### src/rtl/trap_pkg.sv
// Shared types, constants and fixed-point helpers for the trapezoid motion profile core.
// Used by the planner, the sample pipeline and the top level. No dependencies.
`default_nettype none
package trap_pkg;

	localparam int FRAC_BITS = 16;
	localparam int CAP_BITS  = 32;
	localparam int REG_W     = 31;
	localparam int DIV_NUM_W = CAP_BITS + FRAC_BITS;
	localparam int ROOT_W    = DIV_NUM_W / 2;

	typedef logic [CAP_BITS-1:0] q_t;
	typedef logic [REG_W-1:0]    reg_t;

	typedef enum logic [1:0] {
		REG_DISTANCE = 2'd0,
		REG_SPEED    = 2'd1,
		REG_ACCEL    = 2'd2
	} cfg_idx_t;

	typedef enum logic [2:0] {
		SEG_IDLE   = 3'd0,
		SEG_ACCEL  = 3'd1,
		SEG_CRUISE = 3'd2,
		SEG_DECEL  = 3'd3,
		SEG_DONE   = 3'd4
	} seg_t;

	typedef struct packed {
		reg_t accel;
		q_t   accel_time;
		q_t   cruise_end_time;
		q_t   finish_time;
		q_t   peak_speed;
		q_t   accel_end_position;
		q_t   accel_end_speed;
		q_t   cruise_end_position;
		q_t   final_position;
		q_t   final_speed;
	} plan_t;

	// Fixed-point product, truncated, saturating at the word maximum.
	function automatic q_t qmul(input q_t x, input q_t y);
		logic [2*CAP_BITS-1:0] p;
		logic [2*CAP_BITS-1:0] s;
		p = {{CAP_BITS{1'b0}}, x} * {{CAP_BITS{1'b0}}, y};
		s = p >> FRAC_BITS;
		return (|s[2*CAP_BITS-1:CAP_BITS]) ? '1 : s[CAP_BITS-1:0];
	endfunction

	function automatic q_t qadd(input q_t x, input q_t y);
		logic [CAP_BITS:0] s;
		s = {1'b0, x} + {1'b0, y};
		return s[CAP_BITS] ? '1 : s[CAP_BITS-1:0];
	endfunction

	function automatic q_t qsub(input q_t x, input q_t y);
		return (x > y) ? x - y : '0;
	endfunction

	function automatic reg_t sat_out(input q_t x);
		return (|x[CAP_BITS-1:REG_W]) ? '1 : x[REG_W-1:0];
	endfunction

endpackage
`default_nettype wire

### src/rtl/trap_div.sv
// Iterative restoring divider for fixed-point quotients, one quotient bit per cycle.
// Depends on trap_pkg for widths.
`default_nettype none
module trap_div (
	input  wire logic                            clk,
	input  wire logic                            arst_n,
	input  wire logic                            start,
	input  wire logic [trap_pkg::DIV_NUM_W-1:0]  num,
	input  wire logic [trap_pkg::REG_W-1:0]      den,
	output logic                                 done,
	output trap_pkg::q_t                         quo
);
	import trap_pkg::*;

	localparam int CNT_W = $clog2(DIV_NUM_W);

	logic                 busy_q;
	logic [CNT_W-1:0]     cnt_q;
	logic [REG_W-1:0]     rem_q;
	logic [REG_W-1:0]     den_q;
	logic [DIV_NUM_W-1:0] quo_q;
	logic [REG_W:0]       shifted;
	logic                 fits;

	assign shifted = {rem_q, quo_q[DIV_NUM_W-1]};
	assign fits    = shifted >= {1'b0, den_q};

	always_ff @(posedge clk or negedge arst_n) begin
		if (!arst_n) begin
			busy_q <= 1'b0;
			done   <= 1'b0;
			cnt_q  <= '0;
		end else begin
			done <= 1'b0;
			if (start) begin
				busy_q <= 1'b1;
				cnt_q  <= CNT_W'(DIV_NUM_W - 1);
			end else if (busy_q) begin
				cnt_q <= cnt_q - 1'b1;
				if (cnt_q == '0) begin
					busy_q <= 1'b0;
					done   <= 1'b1;
				end
			end
		end
	end

	always_ff @(posedge clk) begin
		if (start) begin
			rem_q <= '0;
			den_q <= den;
			quo_q <= num;
		end else if (busy_q) begin
			rem_q <= fits ? REG_W'(shifted - {1'b0, den_q}) : shifted[REG_W-1:0];
			quo_q <= {quo_q[DIV_NUM_W-2:0], fits};
		end
	end

	assign quo = (|quo_q[DIV_NUM_W-1:CAP_BITS]) ? '1 : quo_q[CAP_BITS-1:0];

endmodule
`default_nettype wire

### src/rtl/trap_sqrt.sv
// Digit-by-digit square root of a fixed-point value, one result bit per cycle.
// Depends on trap_pkg for widths.
`default_nettype none
module trap_sqrt (
	input  wire logic          clk,
	input  wire logic          arst_n,
	input  wire logic          start,
	input  wire trap_pkg::q_t  x,
	output logic               done,
	output trap_pkg::q_t       root
);
	import trap_pkg::*;

	localparam int CNT_W = $clog2(ROOT_W);
	localparam int REM_W = ROOT_W + 2;

	logic                 busy_q;
	logic [CNT_W-1:0]     cnt_q;
	logic [DIV_NUM_W-1:0] rad_q;
	logic [REM_W-1:0]     rem_q;
	logic [ROOT_W-1:0]    root_q;
	logic [REM_W+1:0]     cur;
	logic [REM_W+1:0]     trial;
	logic                 fits;

	assign cur   = {rem_q, rad_q[DIV_NUM_W-1 -: 2]};
	assign trial = {2'b00, root_q, 2'b01};
	assign fits  = cur >= trial;

	always_ff @(posedge clk or negedge arst_n) begin
		if (!arst_n) begin
			busy_q <= 1'b0;
			done   <= 1'b0;
			cnt_q  <= '0;
		end else begin
			done <= 1'b0;
			if (start) begin
				busy_q <= 1'b1;
				cnt_q  <= CNT_W'(ROOT_W - 1);
			end else if (busy_q) begin
				cnt_q <= cnt_q - 1'b1;
				if (cnt_q == '0) begin
					busy_q <= 1'b0;
					done   <= 1'b1;
				end
			end
		end
	end

	always_ff @(posedge clk) begin
		if (start) begin
			rad_q  <= {x, {FRAC_BITS{1'b0}}};
			rem_q  <= '0;
			root_q <= '0;
		end else if (busy_q) begin
			rad_q  <= rad_q << 2;
			rem_q  <= fits ? REM_W'(cur - trial) : cur[REM_W-1:0];
			root_q <= {root_q[ROOT_W-2:0], fits};
		end
	end

	assign root = {{(CAP_BITS-ROOT_W){1'b0}}, root_q};

endmodule
`default_nettype wire

### src/rtl/trap_plan.sv
// Configuration registers and the profile planner: a sequencer over one shared
// multiplier, the divider and the square-root unit. Depends on trap_pkg, trap_div, trap_sqrt.
`default_nettype none
module trap_plan (
	input  wire logic                    clk,
	input  wire logic                    arst_n,
	input  wire logic                    cfg_write,
	input  wire logic [1:0]              cfg_index,
	input  wire logic [trap_pkg::REG_W-1:0] cfg_data,
	output logic                         plan_ok,
	output trap_pkg::plan_t              plan
);
	import trap_pkg::*;

	typedef enum logic [3:0] {
		S_START, S_DIV_TA, S_MUL_A, S_MUL_H, S_CMP, S_DIV_CR, S_DIV_Q, S_SQRT,
		S_MUL_V, S_F1, S_F2, S_F3, S_F4, S_F5, S_F6, S_IDLE
	} state_t;

	state_t state_q;
	reg_t   dist_q, speed_q, accel_q;
	reg_t   v_q, a_q;
	q_t     ta_q, cruise_q, t1_q, h_q, p_q, cet_q, ft_q, cep_q, fp_q, fs_q;

	logic                 cfg_hit;
	logic                 div_start, div_done, sq_start, sq_done;
	logic [DIV_NUM_W-1:0] div_num;
	reg_t                 div_den;
	q_t                   div_quo, sq_root;
	q_t                   mul_x, mul_y, mul_r, two_da, d_ext, v_ext, a_ext;
	logic                 has_cruise;

	assign cfg_hit = cfg_write && (cfg_index == REG_DISTANCE || cfg_index == REG_SPEED
		|| cfg_index == REG_ACCEL);

	assign d_ext = {1'b0, dist_q};
	assign v_ext = {1'b0, v_q};
	assign a_ext = {1'b0, a_q};
	assign two_da = qadd(h_q, h_q);
	assign has_cruise = d_ext > two_da;

	always_comb begin
		unique case (state_q)
			S_MUL_H, S_F2: mul_x = t1_q;
			S_F3, S_F5:    mul_x = v_ext;
			default:       mul_x = a_ext;
		endcase
		mul_y = (state_q == S_F3) ? cruise_q : ta_q;
		mul_r = qmul(mul_x, mul_y);
	end

	always_comb begin
		div_start = 1'b0;
		div_num   = {v_ext, {FRAC_BITS{1'b0}}};
		div_den   = a_q;
		if (state_q == S_START) begin
			div_start = !cfg_hit;
			div_num   = {1'b0, (speed_q == '0) ? REG_W'(1) : speed_q, {FRAC_BITS{1'b0}}};
			div_den   = (accel_q == '0) ? REG_W'(1) : accel_q;
		end else if (state_q == S_CMP) begin
			div_start = !cfg_hit;
			if (has_cruise) begin
				div_num = {d_ext - two_da, {FRAC_BITS{1'b0}}};
				div_den = v_q;
			end else begin
				div_num = {d_ext, {FRAC_BITS{1'b0}}};
			end
		end
	end

	assign sq_start = (state_q == S_DIV_Q) && div_done && !cfg_hit;

	trap_div u_div (
		.clk    (clk),
		.arst_n (arst_n),
		.start  (div_start),
		.num    (div_num),
		.den    (div_den),
		.done   (div_done),
		.quo    (div_quo)
	);

	trap_sqrt u_sqrt (
		.clk    (clk),
		.arst_n (arst_n),
		.start  (sq_start),
		.x      (div_quo),
		.done   (sq_done),
		.root   (sq_root)
	);

	always_ff @(posedge clk or negedge arst_n) begin
		if (!arst_n) begin
			state_q <= S_START;
			plan_ok <= 1'b0;
			dist_q  <= '0;
			speed_q <= REG_W'(1 << FRAC_BITS);
			accel_q <= REG_W'(1 << FRAC_BITS);
		end else if (cfg_hit) begin
			// Any register write throws away the plan and starts it over.
			plan_ok <= 1'b0;
			state_q <= S_START;
			unique case (cfg_idx_t'(cfg_index))
				REG_DISTANCE: dist_q  <= cfg_data;
				REG_SPEED:    speed_q <= cfg_data;
				default:      accel_q <= cfg_data;
			endcase
		end else begin
			unique case (state_q)
				S_START: begin
					v_q     <= (speed_q == '0) ? REG_W'(1) : speed_q;
					a_q     <= (accel_q == '0) ? REG_W'(1) : accel_q;
					state_q <= S_DIV_TA;
				end
				S_DIV_TA: if (div_done) begin
					ta_q    <= div_quo;
					state_q <= S_MUL_A;
				end
				S_MUL_A: begin
					t1_q    <= mul_r;
					state_q <= S_MUL_H;
				end
				S_MUL_H: begin
					h_q     <= mul_r >> 1;
					state_q <= S_CMP;
				end
				S_CMP: state_q <= has_cruise ? S_DIV_CR : S_DIV_Q;
				S_DIV_CR: if (div_done) begin
					cruise_q <= div_quo;
					state_q  <= S_F1;
				end
				S_DIV_Q: if (div_done) state_q <= S_SQRT;
				S_SQRT: if (sq_done) begin
					ta_q     <= sq_root;
					cruise_q <= '0;
					state_q  <= S_MUL_V;
				end
				S_MUL_V: begin
					v_q     <= sat_out(mul_r);
					state_q <= S_F1;
				end
				S_F1: begin
					t1_q    <= mul_r;
					cet_q   <= qadd(ta_q, cruise_q);
					state_q <= S_F2;
				end
				S_F2: begin
					h_q     <= mul_r >> 1;
					ft_q    <= qadd(cet_q, ta_q);
					state_q <= S_F3;
				end
				S_F3: begin
					p_q     <= mul_r;
					state_q <= S_F4;
				end
				S_F4: begin
					cep_q   <= qadd(h_q, p_q);
					state_q <= S_F5;
				end
				S_F5: begin
					p_q     <= mul_r;
					state_q <= S_F6;
				end
				S_F6: begin
					fp_q    <= qsub(qadd(cep_q, p_q), h_q);
					fs_q    <= qsub(v_ext, t1_q);
					plan_ok <= 1'b1;
					state_q <= S_IDLE;
				end
				default: state_q <= S_IDLE;
			endcase
		end
	end

	// In the triangular case the peak speed comes from a product that can exceed
	// the register range only at extreme settings; it is held to that range when v_q is stored.
	always_comb begin
		plan.accel               = a_q;
		plan.accel_time          = ta_q;
		plan.cruise_end_time     = cet_q;
		plan.finish_time         = ft_q;
		plan.peak_speed          = v_ext;
		plan.accel_end_position  = h_q;
		plan.accel_end_speed     = t1_q;
		plan.cruise_end_position = cep_q;
		plan.final_position      = fp_q;
		plan.final_speed         = fs_q;
	end

endmodule
`default_nettype wire

### config.mk
export PLATFORM = sky130hd
export DESIGN_NAME = trap_plan
export DESIGN_NICKNAME = d
export VERILOG_FILES = /design/src/rtl/trap_pkg.sv /design/src/rtl/trap_div.sv /design/src/rtl/trap_sqrt.sv /design/src/rtl/trap_plan.sv
export SDC_FILE = /design/constraint.sdc
export NUM_CORES = 2
export LEC_CHECK = 0
export BUFFER_PORTS_ARGS = -buffer_cell sky130_fd_sc_hd__buf_2
export CORE_MARGIN = 2
export CORE_UTILIZATION = 50
export DETAILED_ROUTE_END_ITERATION = 7
export GPL_TIMING_DRIVEN = 0
export MAX_ROUTING_LAYER = met4
export PLACE_DENSITY = 0.75
export SLEW_MARGIN = 10
export SYNTH_ARGS = -nofsm -noshare
export SYNTH_HDL_FRONTEND = slang
export SYNTH_HIERARCHICAL = 1
export SYNTH_SLANG_ARGS = --single-unit
### constraint.sdc
create_clock -name clk -period 12.1 [get_ports clk]
set_input_delay 1.21 -clock clk [delete_from_list [all_inputs] [get_ports clk]]
set_output_delay 1.21 -clock clk [all_outputs]
set_load 0.01 [all_outputs]
# Word-level counts from Yosys, hierarchy flattened
# Index checks and enable logic that the tools add are counted.
totals:
  regBits: 686
  word_cells: 165
  input_bits: 36
  output_inout_bits: 320
classes:
  add_sub_neg: 12
  muxes: 54
  order_cmp: 5
  bitwise: 2
  n_reduce_logical: 39
  eq_ne: 23
  mul: 1
op_table:
  columns: ["operator", "count"]
  rows:
  - ["$mux 48", 7]
  - ["$mux 32", 8]
  - ["$mux 31", 7]
  - ["$pmux 32 s2", 3]
  - ["$add 32x32->33", 3]
  - ["$gt 31x32->1", 2]
  - ["$mul 32x32->64", 1]
  - ["$sub 31x32->32", 2]
  - ["$logic_not 31->1", 2]
  - ["$pmux 31 s2", 1]
  - ["$pmux 4 s14", 1]
  - ["$add 31x32->33", 1]
  - ["$add 31x31->32", 1]
  - ["$ge 32x31->1", 1]
  - ["$gt 32x31->1", 1]
  - ["$reduce_or 16->1", 2]
  - ["$sub 32x31->32", 1]
  - ["$sub 31x31->31", 1]
  - ["$eq 4x4->1 const B", 7]
  - ["$ge 28x26->1", 1]
  - ["$reduce_and 3->1", 9]
  - ["$mux 26", 1]
  - ["$sub 26x26->26", 1]
  - ["$mux 4", 5]
  - ["26 further kinds", 67]

# Logic depth before layout (Yosys ltp)
depth:
  depth_word: 8
  depth_mapped: 39
  depth_no_buf: 32

# By module
# The synthesis kept the hierarchy.
by_module_without_submodules:
  columns: ["mod", "seq_area_each_um2", "area_each_um2", "cells_per_inst", "instances"]
  rows:
  - ["trap_plan", 13895.8, 62296.0, 6633, 1]
  - ["trap_div", 3193.1, 6700.2, 634, 1]
  - ["trap_sqrt", 2137.0, 5168.7, 522, 1]

# Worst setup path before layout
# OpenSTA, ideal clock, no wires.
synth_timing:
  kind: "register to register"
  startpoint: "register state_q[0]"
  endpoint: "register h_q[30] (data pin)"
  t_required_ns: 11.827
  synth_period_minus_slack_ns: 9.895
  arrival_ns: 9.623
  slack_ns: 2.205
  setup_time_ns: 0.273
  path_buffers: 6
  path_stages_with_launch: 37
  cell_sequence: "dfrtp_1 clkbuf_1 nand2_1 nor2_1 nor2_1 clkbuf_1 a221oi_1 clkbuf_1 nor2_1 fa_1 inv_1 fa_1 inv_1 fa_1 inv_1 fa_1 inv_1 fa_1 fa_1 fa_1 fa_1 ha_1 clkbuf_1 a21oi_1 o21a_1 o221ai_1 a21oi_1 o31ai_1 or4b_1 buf_2 a21oi_4 mux2_2 a2111oi_1 nand4_1 nor2_4 buf_4 nand2_1"
synth_via:
  elab_chain_len: 6
  word_cells_on_any_way: 11
  classes_between: "mul: 1; eq/ne: 4; mux: 3; reduce/logical: 3"
synth_lines:
  columns: ["element", "line", "rtl"]
  rows:
  - ["from (decl)", "trap_plan.sv:20", "state_t state_q;"]
  - ["from (signal assigned)", "trap_plan.sv:127", "S_CMP: state_q <= has_cruise ? S_DIV_CR : S_DIV_Q;"]
  - ["$eq 4x4->1, or another cell as far along", "trap_plan.sv:43, trap_plan.sv:48", null]
  - ["$reduce_or 2->1 (no source line)", null, null]
  - ["$pmux 32 s2", "trap_plan.sv:43", "unique case (state_q)"]
  - ["$mul 32x32->64 (*)", "trap_pkg.sv:46", "p = {{CAP_BITS{1'b0}}, x} * {{CAP_BITS{1'b0}}, y};"]
  - ["$reduce_or 16->1", "trap_pkg.sv:48", "return (|s[2*CAP_BITS-1:CAP_BITS]) ? '1 : s[CAP_BITS-1:0];"]
  - ["$mux 32 (*)", "trap_pkg.sv:48", null]
  - ["net mul_r[31]", "trap_plan.sv:30", "q_t mul_x, mul_y, mul_r, two_da, d_ext, v_ext, a_ext;"]
  - ["to (signal assigned)", "trap_plan.sv:124", "h_q <= mul_r >> 1;"]
  - ["to (signal assigned)", "trap_plan.sv:148", "h_q <= mul_r >> 1;"]
  - ["to (decl)", "trap_plan.sv:23", "q_t ta_q, cruise_q, t1_q, h_q, p_q, cet_q, ft_q, cep_q, fp_q, fs_q;"]
# The timed path passes the listed nets; every way through them passes the cells marked *.
# A chain may end at the register's enable or synchronous reset.

# Worst setup path in the final report
layout_timing:
  startpoint: "register state_q[0]"
  endpoint: "register p_q[15] (data pin)"
layout_via:
  elab_chain_len: 6
  word_cells_on_any_way: 11
  classes_between: "mul: 1; eq/ne: 4; mux: 3; reduce/logical: 3"
layout_lines:
  columns: ["element", "line", "rtl"]
  rows:
  - ["$eq 4x4->1, or another cell as far along", "trap_plan.sv:43, trap_plan.sv:48", null]
  - ["$reduce_or 2->1 (no source line)", null, null]
  - ["$pmux 32 s2", "trap_plan.sv:43", null]
  - ["$mul 32x32->64 (*)", "trap_pkg.sv:46", null]
  - ["$reduce_or 16->1", "trap_pkg.sv:48", null]
  - ["$mux 32 (*)", "trap_pkg.sv:48", null]
  - ["net mul_r[15]", "trap_plan.sv:30", null]
  - ["to (signal assigned)", "trap_plan.sv:153", "p_q <= mul_r;"]
  - ["to (signal assigned)", "trap_plan.sv:161", "p_q <= mul_r;"]
  - ["to (decl)", "trap_plan.sv:23", null]
# Marks and branches as above.

==> results.sh <==
export IMPL_status="finished, violations left"
export IMPL_violations="design-rule violations"
export IMPL_fill_cells=13120
export IMPL_synthCells=7789
export IMPL_core_area_sq_um=147500
export IMPL_num_rows=141
export IMPL_overflow=0
export IMPL_fp_dieH_microns=389.1
export IMPL_post_route_period_util=0.9869
export IMPL_top_register="u_div/quo_q"
export IMPL_final_common_cell="inv_1"
export IMPL_hpwlAfterDp_microns=235800
export IMPL_ant_nets=0
export IMPL_fin_skew_ns=0.09610
export IMPL_synth_compound_area_frac=0.1096
export IMPL_drive_gt1_frac=0.1306
export IMPL_htree_levels=3
export IMPL_synth_top_area_cell="fa_1"
export IMPL_synth_edff_count=492
export IMPL_synth_seq_cells=686
export IMPL_yosys_area_share_adder=0.3347
export IMPL_ys_seq_area_frac=0.2592
export IMPL_hp_class="in2async"
export IMPL_cts_tree="done"
export IMPL_grt_pass1_vias=61840
export IMPL_rrSetupSlack_ns=0.16
export IMPL_cp_slowest_stage_delay_ns=0.78
export IMPL_path_common_cell="fa_1"
export IMPL_track_usage=0.3825
export IMPL_preCtsSetupSlack_ns=-1.075
export IMPL_root_buffer="clkbuf_16"
export IMPL_io_buffers=353
export IMPL_hold_violations=0
export IMPL_drtIter0Drc=7406
export IMPL_yosys_most_used_dff="edfxtp_1"
export IMPL_critPathLaunchType="flip-flop"
export IMPL_clockBufferDepth=3
export IMPL_yosys_warnings=6
export IMPL_firstDrtPassIters=8
export IMPL_numCtsBuffers=81
export IMPL_synth_top_family_by_area="adder cells"
export IMPL_vias=62820
export IMPL_finalWirelength_microns=282500
export IMPL_cp_required_ns=12.41
export IMPL_max_freq_ghz=0.08374
export IMPL_die_w_microns=389.1
export IMPL_muxShareOfSynthArea=0.04616
export IMPL_largest_reg_flops=48
export IMPL_relSlewSlack=0.1055
export IMPL_io_pins=356
export IMPL_slew_violations=0
export IMPL_synth_avg_cell_area_sq_um=9.522
export IMPL_ys_top_cells_by_area="fa_1 24%, edfxtp_1 20%, ha_1 9.1%"
export IMPL_nets=9776
export IMPL_post_drt_via_cell_ratio=6.074
export IMPL_grt_max_degree=82
export IMPL_final_area_sq_um=82820
export IMPL_path_class="reg2reg"
export IMPL_worstMarginPinSlew_ns=1.342
export IMPL_clock_sinks=686
export IMPL_synthDistinctLibCells=102
export IMPL_crit_path_top_delay_cell="a221o_1"
export IMPL_setup_violations_final=0
export IMPL_dieArea_sq_um=151400
export IMPL_fin_crit_ns=11.94
export IMPL_multi_input_area_sq_um=49940
export IMPL_syn2layout_area_growth_pct=11.67
export IMPL_seq_area_sq_um=19230
export IMPL_synth_top_area_frac=0.2435
export IMPL_synth_xor_area_frac=0.03141
export IMPL_max_cap_viol_count=0
export IMPL_endpoint_kind="flip-flop"
export IMPL_antenna_found_initial=41
export IMPL_place_area_sq_um=79210
export IMPL_arrival_ns=12.25
export IMPL_setup_slack_ns=0.1585
export IMPL_initial_core_util=0.5029
export IMPL_drc=43
export IMPL_clkSlewWorstSetupHoldPaths_ns=0.06
export IMPL_critPathMaxFanout=10
export IMPL_worstSkewPairLatency_ns=0.74
export IMPL_avgRoutedWirePerCell_microns=27.31
export IMPL_finalWeightedCongestion=1.092
export IMPL_synthSimpleGateAreaFrac=0.1418
export IMPL_async_reset_ff_frac=0.1647
export IMPL_layout_common_cells="1082 x inv_1, 1041 x nor2_1, 902 x fa_1, 612 x nand2_1, 541 x ha_1"
export IMPL_synthesis_area_sq_um=74160
export IMPL_grt_first_pass_wirelength_microns=411500
[cell usage after synthesis (9+ instances only)]
library cell	n
fa_1	902
a21o_1	193
buf_4	17
nor2b_1	58
buf_2	15
ha_1	541
nand2_1	631
buf_1	23
and2_1	56
nor3b_1	11
xnor2_1	133
o2111ai_1	9
nor3_1	138
a221oi_1	39
o21ai_0	211
a211oi_1	67
xor2_1	133
o31ai_1	19
mux2_2	190
o211ai_1	24
or2_2	87
dfrtp_1	111
clkbuf_1	344
o21bai_1	41
mux2i_1	126
nand4_1	53
o32ai_1	14
a221o_1	34
nand2b_1	84
a31oi_1	29
inv_1	1084
nor4_1	25
a211o_1	13
dfxtp_1	81
o21a_1	41
or3_1	26
nand3_1	70
edfxtp_1	492
a21boi_0	11
and3_1	45
a21oi_1	325
a41oi_1	35
nand3b_1	14
nor2_1	1043
o22ai_1	21
[layer usage]
layer  GRT usage  part of all wire  up-vias
li1            -                 -    26910
met1      0.4993              0.39    31570
met2      0.5404              0.42     3698
met3      0.1329              0.13      647
met4      0.1604             0.049        0
met5           -                 0        -
[logic make-up (layout without fill, tap and decap cells)]
group	after synthesis	count (layout)
buffers and inverters	1489	2042
and+or+nand+nor	2372	2372
xor gates and xnor gates	266	266
muxes	318	318
DFF	686	686
AOI/OAI and AO/OA	1213	1213
adders and majority gates	1443	1443
other	2	73
[worst paths after layout]
kind	startpoint	end	cells past startpoint
setup / recovery	state_q[0]	p_q[15]	35
hold reg to reg	u_div/rem_q[27]	u_div/rem_q[27]	2
max in group asynchronous	arst_n	accel_q[16]	2
hold / removal	arst_n	dist_q[29]	1
min in group clk	u_div/rem_q[27]	u_div/rem_q[27]	2
setup reg to reg	state_q[0]	p_q[15]	35
[per-stage QoR]
stage	TNS [ns]	cells	utilization	hold WS (ns)
floorplan	0	7813	-	0.4256
global placement	-274.00	10100	0.5318	0.4414
detailed placement	-108.09	10160	0.5371	0.4467
CTS	0	10300	0.5581	0.4081
global route	-0.1849	10330	0.5613	0.4285
finish	0	10340	0.5615	0.4262
[timing repair]
action	in CTS	in global routing
hold buffers	0	0
buffers inserted	4	2
hold endpoints to repair	0	0
setup endpoints to repair	126	126
resized for setup	77	209
pin swaps	2	2
[area by class of cell]
cell class / instances / area share
Buffer: 386 / 0.02092
Antenna cell: 47 / 0.001420
Timing Repair Buffer: 420 / 0.02945
Tap cell: 1930 / 0.02916
Multi-Input combinational cell: 5638 / 0.6030
Clock inverter: 55 / 0.009095
Sequential cell: 686 / 0.2321
Inverter: 1084 / 0.04913
Clock buffer: 97 / 0.02568
[critical path, delay by kind of cell (launching register included)]
family | cells | cell delay, ns
adder cells (fa/ha/maj) | 9 | 4.54
AO/OA/AOI/OAI | 7 | 2.20
AND/OR/NAND/NOR | 8 | 2.01
buffers and inverters | 9 | 1.59
flip-flops | 1 | 0.43
XOR/XNOR | 1 | 0.39
multiplexers | 1 | 0.36
Power is left out: the tool's default activity adds up to more than one toggle a clock period on the data nets, which glitch-free logic cannot reach.
